### src/rtl/core/mset_pkg.sv
// Shared types and codes for the multi-slot event timer table.
// Used by mset_cell and multi_slot_event_timer_table_unit; no dependencies.
package mset_pkg;

  localparam int TIMER_SLOTS = 8;
  localparam int CNT_W       = (TIMER_SLOTS > 1) ? $clog2(TIMER_SLOTS) : 1;

  localparam logic [1:0] ACT_SET     = 2'd0;
  localparam logic [1:0] ACT_KILL    = 2'd1;
  localparam logic [1:0] ACT_POLL    = 2'd2;
  localparam logic [1:0] ACT_CLEANUP = 2'd3;

  localparam logic [2:0] KIND_SET       = 3'd0;
  localparam logic [2:0] KIND_KILL      = 3'd1;
  localparam logic [2:0] KIND_FIRE      = 3'd2;
  localparam logic [2:0] KIND_POLL_DONE = 3'd3;
  localparam logic [2:0] KIND_CLEANUP   = 3'd4;

  typedef struct packed {
    logic        used;
    logic [15:0] owner;
    logic [31:0] id;
    logic [31:0] delay;
    logic [31:0] deadline;
    logic [31:0] callback;
    logic [31:0] user;
    logic        periodic;
  } slot_t;

endpackage

### src/rtl/core/mset_cell.sv
// One timer slot of the ring; takes its neighbor's slot on every shift.
// Depends on mset_pkg.
module mset_cell
  import mset_pkg::*;
(
  input  logic  clk,
  input  logic  rst,
  input  logic  shift,
  input  slot_t d,
  output slot_t q
);

  slot_t slot;

  always_ff @(posedge clk) begin
    if (rst) begin
      slot <= '0;
    end else if (shift) begin
      slot <= d;
    end
  end

  assign q = slot;

endmodule

### src/rtl/core/multi_slot_event_timer_table_unit.sv
// Multi-slot event timer table: a ring of TIMER_SLOTS cells rotated past one head unit.
// The closing result is loaded in ST_DONE after one full rotation in ST_SCAN; a fire or closing
// result holds while the output register is full.
// A new item is accepted only in ST_IDLE; the input reopens after the close.
// Reset (rst, synchronous): all slots cleared, next id one, output empty.
// Depends on mset_pkg and mset_cell.
module multi_slot_event_timer_table_unit
  import mset_pkg::*;
(
  input  logic         clk,
  input  logic         rst,
  input  logic         s_tvalid,
  output logic         s_tready,
  // owner, now_ms, delay_ms, periodic, callback_value, user_value, target_id
  input  logic [183:0] s_tdata,
  // action
  input  logic [1:0]   s_tuser,
  output logic         m_tvalid,
  input  logic         m_tready,
  // timer_id, fired_callback, fired_user, status
  output logic [103:0] m_tdata,
  // kind
  output logic [2:0]   m_tuser,
  output logic         m_tlast
);

  localparam logic [1:0] ST_IDLE = 2'd0;
  localparam logic [1:0] ST_SCAN = 2'd1;
  localparam logic [1:0] ST_DONE = 2'd2;

  logic [1:0]       state;
  logic [1:0]       state_next;
  logic [CNT_W-1:0] count;
  logic             done;
  logic             done_next;
  logic [31:0]      next_id;
  logic [31:0]      next_id_next;
  logic [31:0]      res_id;
  logic [31:0]      res_id_next;

  logic [1:0]  req_action;
  logic [15:0] req_owner;
  logic [31:0] req_now;
  logic [31:0] req_delay;
  logic        req_periodic;
  logic [31:0] req_callback;
  logic [31:0] req_user;
  logic [31:0] req_target;
  logic        req_ok;

  logic         out_valid;
  logic [2:0]   out_kind;
  logic [31:0]  out_id;
  logic [31:0]  out_cb;
  logic [31:0]  out_user;
  logic         out_status;
  logic         out_last;
  logic         out_free;
  logic         out_load;
  logic [2:0]   out_kind_next;
  logic [31:0]  out_id_next;
  logic [31:0]  out_cb_next;
  logic [31:0]  out_user_next;
  logic         out_status_next;
  logic         out_last_next;

  slot_t ring_q [TIMER_SLOTS];
  slot_t head_out;
  slot_t head_in;
  logic  shift;
  logic  advance;
  logic  owner_hit;
  logic  due;
  logic [31:0] id_take;
  logic [31:0] age;

  genvar g;
  generate
    for (g = 0; g < TIMER_SLOTS; g++) begin : g_ring
      slot_t cell_d;
      if (g == TIMER_SLOTS - 1) begin : g_tail
        assign cell_d = head_out;
      end else begin : g_mid
        assign cell_d = ring_q[g+1];
      end
      mset_cell u_cell (
        .clk   (clk),
        .rst   (rst),
        .shift (shift),
        .d     (cell_d),
        .q     (ring_q[g])
      );
    end
  endgenerate

  assign head_in   = ring_q[0];
  assign out_free  = !out_valid || m_tready;
  assign owner_hit = head_in.used && (head_in.owner == req_owner);
  assign age       = req_now - head_in.deadline;
  assign due       = owner_hit && !age[31];
  assign id_take   = (next_id == 32'd0) ? 32'd1 : next_id;

  always_comb begin
    head_out        = head_in;
    advance         = 1'b1;
    done_next       = done;
    next_id_next    = next_id;
    res_id_next     = res_id;
    out_load        = 1'b0;
    out_kind_next   = out_kind;
    out_id_next     = out_id;
    out_cb_next     = out_cb;
    out_user_next   = out_user;
    out_status_next = out_status;
    out_last_next   = out_last;
    state_next      = state;
    case (state)
      ST_IDLE: begin
        if (s_tvalid) begin
          state_next = ST_SCAN;
          done_next  = 1'b0;
        end
      end
      ST_SCAN: begin
        case (req_action)
          ACT_SET: begin
            if (req_ok && !done && !head_in.used) begin
              head_out.used     = 1'b1;
              head_out.owner    = req_owner;
              head_out.id       = id_take;
              head_out.delay    = req_delay;
              head_out.deadline = req_now + req_delay;
              head_out.callback = req_callback;
              head_out.user     = req_user;
              head_out.periodic = req_periodic;
              done_next         = 1'b1;
              res_id_next       = id_take;
              next_id_next      = id_take + 32'd1;
            end
          end
          ACT_KILL: begin
            if (!done && owner_hit && (head_in.id == req_target)) begin
              head_out  = '0;
              done_next = 1'b1;
            end
          end
          ACT_POLL: begin
            if (due) begin
              advance = out_free;
              if (out_free) begin
                out_load        = 1'b1;
                out_kind_next   = KIND_FIRE;
                out_id_next     = head_in.id;
                out_cb_next     = head_in.callback;
                out_user_next   = head_in.user;
                out_status_next = 1'b0;
                out_last_next   = 1'b0;
                if (head_in.periodic) begin
                  head_out.deadline = req_now + head_in.delay;
                end else begin
                  head_out = '0;
                end
              end
            end
          end
          ACT_CLEANUP: begin
            if (owner_hit) begin
              head_out = '0;
            end
          end
          default: begin
          end
        endcase
        if (advance && (count == CNT_W'(TIMER_SLOTS - 1))) begin
          state_next = ST_DONE;
        end
      end
      ST_DONE: begin
        if (out_free) begin
          out_load        = 1'b1;
          out_id_next     = 32'd0;
          out_cb_next     = 32'd0;
          out_user_next   = 32'd0;
          out_status_next = 1'b0;
          out_last_next   = 1'b1;
          state_next      = ST_IDLE;
          case (req_action)
            ACT_SET: begin
              out_kind_next   = KIND_SET;
              out_id_next     = done ? res_id : 32'd0;
              out_status_next = !done;
            end
            ACT_KILL: begin
              out_kind_next   = KIND_KILL;
              out_status_next = !done;
            end
            ACT_POLL: begin
              out_kind_next = KIND_POLL_DONE;
            end
            ACT_CLEANUP: begin
              out_kind_next = KIND_CLEANUP;
            end
            default: begin
              out_kind_next = KIND_CLEANUP;
            end
          endcase
        end
      end
      default: begin
        state_next = ST_IDLE;
      end
    endcase
  end

  assign shift = (state == ST_SCAN) && advance;

  always_ff @(posedge clk) begin
    if (rst) begin
      state     <= ST_IDLE;
      count     <= '0;
      done      <= 1'b0;
      next_id   <= 32'd1;
      out_valid <= 1'b0;
    end else begin
      state   <= state_next;
      done    <= done_next;
      next_id <= next_id_next;
      if (state == ST_IDLE) begin
        count <= '0;
      end else if (shift) begin
        count <= count + CNT_W'(1);
      end
      if (out_load) begin
        out_valid <= 1'b1;
      end else if (m_tready) begin
        out_valid <= 1'b0;
      end
    end
  end

  always_ff @(posedge clk) begin
    res_id <= res_id_next;
    if (s_tvalid && s_tready) begin
      req_action   <= s_tuser;
      req_owner    <= s_tdata[15:0];
      req_now      <= s_tdata[47:16];
      req_delay    <= s_tdata[79:48];
      req_periodic <= s_tdata[80];
      req_callback <= s_tdata[112:81];
      req_user     <= s_tdata[144:113];
      req_target   <= s_tdata[176:145];
      req_ok       <= (s_tdata[79:48] != 32'd0) && (s_tdata[112:81] != 32'd0);
    end
    if (out_load) begin
      out_kind   <= out_kind_next;
      out_id     <= out_id_next;
      out_cb     <= out_cb_next;
      out_user   <= out_user_next;
      out_status <= out_status_next;
      out_last   <= out_last_next;
    end
  end

  assign s_tready = (state == ST_IDLE);
  assign m_tvalid = out_valid;
  assign m_tdata  = {7'd0, out_status, out_user, out_cb, out_id};
  assign m_tuser  = out_kind;
  assign m_tlast  = out_last;

  a_fire_not_last: assert property (@(posedge clk) disable iff (rst)
    (m_tvalid && (m_tuser == KIND_FIRE)) |-> !m_tlast)
    else $error("fire item marked last");

  a_idle_no_shift: assert property (@(posedge clk) disable iff (rst)
    (state == ST_IDLE) |-> !shift)
    else $error("ring shifted while idle");

  a_accept_scan: assert property (@(posedge clk) disable iff (rst)
    (s_tvalid && s_tready) |=> (state == ST_SCAN) && (count == '0))
    else $error("accepted item did not start a scan");

  a_fire_only_poll: assert property (@(posedge clk) disable iff (rst)
    out_load && (out_kind_next == KIND_FIRE) |-> (req_action == ACT_POLL))
    else $error("fire outside poll");

endmodule
### config.mk
export PLATFORM = sky130hd
export DESIGN_NAME = multi_slot_event_timer_table_unit
export DESIGN_NICKNAME = d
export VERILOG_FILES = /design/src/rtl/core/mset_pkg.sv /design/src/rtl/core/mset_cell.sv /design/src/rtl/core/multi_slot_event_timer_table_unit.sv
export SDC_FILE = /design/constraint.sdc
export NUM_CORES = 2
export LEC_CHECK = 0
export BUFFER_PORTS_ARGS = -buffer_cell sky130_fd_sc_hd__buf_4
export CORE_AREA = 2 2 356 358
export CTS_CLUSTER_DIAMETER = 120
export DETAILED_ROUTE_END_ITERATION = 10
export DIE_AREA = 0 0 358 360
export GPL_TIMING_DRIVEN = 0
export PLACE_DENSITY = 0.78
export SLEW_MARGIN = 20
export SYNTH_ARGS = -nofsm -noshare
export SYNTH_HDL_FRONTEND = slang
export SYNTH_SLANG_ARGS = --single-unit
### constraint.sdc
create_clock -name clk -period 7.1 [get_ports clk]
set_clock_uncertainty 0.15 [all_clocks]
set_input_delay 0.71 -clock clk [delete_from_list [all_inputs] [get_ports clk]]
set_output_delay 0.71 -clock clk [all_outputs]
set_load 0.02 [all_outputs]
Word level (Yosys, flattened, before mapping)
Index checks and enable logic that the tools add are counted.

Add/sub/neg operators: 5. Eq/ne operators: 17. Mux-type cells: 60. Reductions and logical operators: 29.

Operators by type and width (number): 2-to-1 mux 178 bit (6); one-hot mux 178 bit (4 select lines) (1); 2-to-1 mux 32 bit (15); one-hot mux 32 bit (2 select lines) (3); 2-to-1 mux 81 bit (1); 2-to-1 mux 65 bit (1); adder 32 bit (2); nonzero test 32 bit (2); adder 32 x 1 -> 32 bit, second input constant (1); == test 32 bit (1); zero test 32 bit (1); subtractor 32 bit (1); 2-to-1 mux 1 bit (18); == test 16 bit (1); 2-to-1 mux 3 bit (4); one-hot mux 3 bit (4 select lines) (1); logical AND 1 bit (10); != test 2 bit, second input constant (5); one-hot mux 1 bit (2 select lines) (5); == test 2 bit, second input constant (3); 2-to-1 mux 2 bit (3); != test 3 bit, second input constant (2); one-hot mux 2 bit (3 select lines) (1); one-hot mux 3 bit (2 select lines) (1); other kinds (13) (22).

Register bits after elaboration: 1776. Input bits: 190. Output and inout bits: 110. Word-level logic and storage cells: 196.

Longest topological paths before layout
Depth after elaboration: 9. Mapped depth: 15. Depth with buffers taken out: 13.

Modules after synthesis
A second synthesis with hierarchy kept.

Cells, all modules: 6286. Area total of the unflattened synthesis: 70209.8 um2.

Modules (own cells, without submodules): mset_cell (instances 8, cells each 574, area an instance 6348.6 um2, sequential area each 3563.4 um2); multi_slot_event_timer_table_unit (instances 1, cells each 1694, area an instance 19421.1 um2, sequential area each 10179.8 um2).

Worst setup path after synthesis
No wires, ideal clock.

Path kind: reg2reg. Start point: reg req_now[28]. End point: reg out_last, in the netlist m_tlast, enable pin. Setup time: 0.564 ns. Data arrival time: 6.614 ns. Required time: 6.386 ns. Setup slack: -0.228 ns. Cell stages (with the launch flop): 13. Path buffers: 1. Period minus slack after synthesis: 7.328 ns. Cell sequence: edfxtp_1 -> ha_1 -> a21o_1 -> a21o_1 -> a221o_1 -> and4bb_2 -> o21a_4 -> o211ai_4 -> and2_1 -> buf_6 -> nor3_1 -> a21oi_1 -> nor2_1.

Word-level cells in the longest chain between the ends: 7. Elaborated cells on any way between the ends: 8. Classes of those cells: 1 x add/sub; 1 x eq/ne; 3 x mux; 3 x reduce/logical.

Ends and longest elaborated chain: start, declared (line multi_slot_event_timer_table_unit.sv:43) `logic [31:0] req_now;`; start signal, assigned (line multi_slot_event_timer_table_unit.sv:246) `req_now <= s_tdata[47:16];`; subtractor 32 bit * (line multi_slot_event_timer_table_unit.sv:99) `assign age = req_now - head_in.deadline;`; zero test 1 bit * (line multi_slot_event_timer_table_unit.sv:100) `assign due = owner_hit && !age[31];`; logical AND 1 bit * (line multi_slot_event_timer_table_unit.sv:100); 2-to-1 mux 1 bit (line multi_slot_event_timer_table_unit.sv:148) `if (due) begin`; 2-to-1 mux 1 bit (line multi_slot_event_timer_table_unit.sv:125) `case (req_action)`; one-hot mux 1 bit (2 select lines) (line multi_slot_event_timer_table_unit.sv:117) `case (state)`; AND reduction 6 bit (no line) *; end signal, assigned (line multi_slot_event_timer_table_unit.sv:260) `out_last <= out_last_next;`; end, declared (line multi_slot_event_timer_table_unit.sv:57) `logic out_last;`.

Mark *: on every way between the ends. The rest lies on a longest branch, timed or not. A chain may end at the register's enable or synchronous reset.

Final worst setup path
Start point: reg req_owner[15]. End point: reg out_cb[0], enable pin.

Word-level cells in the longest chain between the ends: 7. Elaborated cells on any way between the ends: 8. Classes of those cells: 2 x eq/ne; 3 x mux; 3 x reduce/logical.

Ends and longest elaborated chain: start, declared (line multi_slot_event_timer_table_unit.sv:42) `logic [15:0] req_owner;`; start signal, assigned (line multi_slot_event_timer_table_unit.sv:245) `req_owner <= s_tdata[15:0];`; == test 16 bit * (line multi_slot_event_timer_table_unit.sv:98) `assign owner_hit = head_in.used && (head_in.owner == req_owner);`; logical AND 1 bit * (line multi_slot_event_timer_table_unit.sv:98); logical AND 1 bit * (line multi_slot_event_timer_table_unit.sv:100); 2-to-1 mux 1 bit (line multi_slot_event_timer_table_unit.sv:148); 2-to-1 mux 1 bit (line multi_slot_event_timer_table_unit.sv:125); one-hot mux 1 bit (2 select lines) (line multi_slot_event_timer_table_unit.sv:117); AND reduction 6 bit (no line) *; end signal, assigned (line multi_slot_event_timer_table_unit.sv:257) `out_cb <= out_cb_next;`; end, declared (line multi_slot_event_timer_table_unit.sv:54) `logic [31:0] out_cb;`.

Marks and branches as above.

==> metrics <==
status=finished clean; Chip Height=roughly 360 um; maxcap violations=0; clk root buf=clkbuf_16; Core Footprint=125000 um2; Yosys top cell area share=0.429; DP Wirelength=around 170000 um; final WL=between 200000 and 250000 um; Initial Util=0.546; Max IR drop VDD=between 200 and 300 uV; slew at the pin with the worst max-slew slack=approximately 1.3 ns; Yosys cell types=81; met3 GRT Util=0.0646; Pwr per Cell Area=roughly 280 nW/um2; Setup crit start kind=register; Clock Latency Late Sink=about 0.82 ns; FF-to-FF End=out_cb[0]; Hold Crit Depth=3; syn_area_per_cell=8.61 um2; Setup WS post-layout=roughly 2.0 ns; Clock transition at path regs=approximately 0.060 ns; fmax=between 150 and 200 MHz; GRT overflow=0; drt drc=0; drt pass-1 iters=6; worst slack at placement=2.12 ns; CP Class=reg2reg; dominant synthesized flop cell=dfxtp_1; post-synthesis async set-or-reset flop share=0; Worst slew margin=0.151; # rows=130; top area cells in the synthesized netlist=dfxtp_1, nand2_1, edfxtp_1; GP Congestion=between 0.9 and 1; RSZ-0062 raised after global routing=no; hold_ws=0.108 ns; worst reg-to-reg setup slack=1.97 ns; GR Util met2=0.548; fillers=10100; Hold WC Path Type=in2reg; Final Power=0.0224 W; min cycle time layout=slightly above 5 ns; clk buf depth=3; Hold Startpoint=s_tvalid; worst hold endpoint=state[0]; Hold Fails Final Rpt=0; # setup viols final=0; largest net degree at the start of global routing=77; Ports=300; NumNets Final=roughly 9000; first-pass GRT wire length=between 300000 and 400000 um; antenna violations before repair=23; Layout area overhead=17.9%; H-Tree Level Count=4; TritonCTS clock tree=yes; sequential fraction of the synthesis area=0.567; Reg2Reg Depth=14; initial DRC count=just under 7000; Port-buffer cells=284; number of global-route vias before repair=56600; mapped cell area=a little under 70000 um2; flop and latch count out of synthesis=1776; area occupied by multi-input gates=between 20000 and 30000 um2; routed via count=59600; Synth Instances=just under 8000; Reg area=~39000 um2; worst endpoint data arrival time=between 5 and 6 ns; Tot GR Track Use=0.347; wire per inst=between 20 and 25 um; most common library cells after synthesis=nand2_1, a21oi_1, dfxtp_1; most numerous cell in the Yosys netlist=nand2_1; vias per inst=between 5 and 6; clock sinks=between 1500 and 2000; Most Crowded Layer GR=met2; full die area=129000 um2; setup bufs post-CTS=0; reg2reg start=req_owner[15]; max-slew violation count=0; CTS Buf Count=about 170; LEAKAGE=27.9 nW; CP max FO=29; met1 GRT Util=0.432; CP required=around 7.5 ns; width of the die=roughly 360 um; Ys Warns=0; Detail Route Antenna Nets=0; layout cells sized above 1=0.109; Worst setup EP type=register; period utilization=0.722; Post-synth EDFFs=roughly 310; largest area contributor in the netlist=dfxtp_1
[kinds of logic after synthesis]
kind of cell / synth area share
simple gates: 0.194
buf+inv: 0.0459
compound gates: 0.157
other cells: 0.0000550
flops: 0.567
xor+xnor: 0.0164
mux: 0.000587
fa+ha+maj: 0.0193
[cell type report]
type | count | area share
Sequential cell | 1776 | 0.481
Multi-Input combinational cell | 5447 | 0.329
Clock buffer | 247 | 0.0637
Timing Repair Buffer | 470 | 0.0510
Buffer | 612 | 0.0349
Tap cell | 1650 | 0.0257
Clock inverter | 72 | 0.0104
Inverter | 92 | 0.00439
Antenna cell | 13 | 0.000404
[power by group]
group	total (W)	internal (W)	switching (W)
clock	0.00957	0.00553	0.00404
sequential	0.0107	0.0105	0.000197
combinational	0.00215	0.000590	0.00156
[layout by cell type (no fill, tap or decap), types with 102 or more instances in the layout]
cell type / synthesis / final
nor2_1: 234 / 233
edfxtp_1: 313 / 313
buf_4: 26 / 310
a211oi_1: 158 / 158
dlygate4sd3_1: 0 / 179
clkbuf_1: 281 / 295
buf_2: 288 / 288
dfxtp_1: 1463 / 1463
nand3_1: 179 / 179
nand2_1: 2624 / 2624
clkbuf_16: 0 / 181
ha_1: 102 / 102
a21oi_1: 1488 / 1488
[worst max-delay path, stage by stage, from the launching register on]
cell and delay [ns]:
edfxtp_1 0.53, xnor2_1 0.53, nand4_1 0.18, nor4_1 0.72, and2_1 0.23, buf_4 0.18, nand4_1 0.17, and2_1 0.23
buf_6 0.15, nor3_1 0.29, a21oi_1 0.12, nor2_4 0.64, buf_16 0.25, buf_12 0.21, buf_12 0.21
[sequential cells by signal (all words and copies together), names as in the netlist, 3 cells and up]
name,cells
req_user,32
req_owner,16
g_ring.u_cell.q,1424
res_id,32
next_id,32
req_target,32
req_callback,32
out_id,32
req_now,32
out_user,32
out_cb,32
count,3
m_tuser,3
req_delay,32
[stage by stage]
step	setup TNS (ns)	std cells	instance area [um2]	util
2_1_floorplan	0	7927	68200	-
3_3_place_gp	-103.26	9861	72400	0.580
3_5_place_dp	0	9868	72600	0.582
4_1_cts	0	10400	80400	0.644
5_1_grt	0	10400	80400	0.644
6_report	0	10400	80400	0.644
[per-layer routing]
metal	wire, um	part of all wire
met5	47	0.00021
met4	17900	0.078
met3	21000	0.092
met2	102000	0.45
met1	87400	0.38
[worst max-delay path by stage]
| stage | from | to | slack, ns | depth (start not counted) |
|---|---|---|---|---|
| 2_1_floorplan | req_now[28] | m_tlast | 1.46 | 12 |
| 3_3_place_gp | req_owner[15] | out_cb[31] | -1.06 | 11 |
| 3_5_place_dp | req_owner[15] | out_cb[31] | 2.12 | 14 |
| 4_1_cts | req_owner[15] | out_cb[0] | 2.12 | 14 |
| 5_1_grt | req_owner[15] | out_cb[0] | 1.88 | 14 |
| 6_report | req_owner[15] | out_cb[0] | 1.97 | 14 |
[repair_timing]
item | CTS | global route
hold buffers | 179 | 0
hold endpoints to repair | 179 | 0
resized for setup | 0 | 0
No activity file was read; power rests on OpenSTA's default activity.
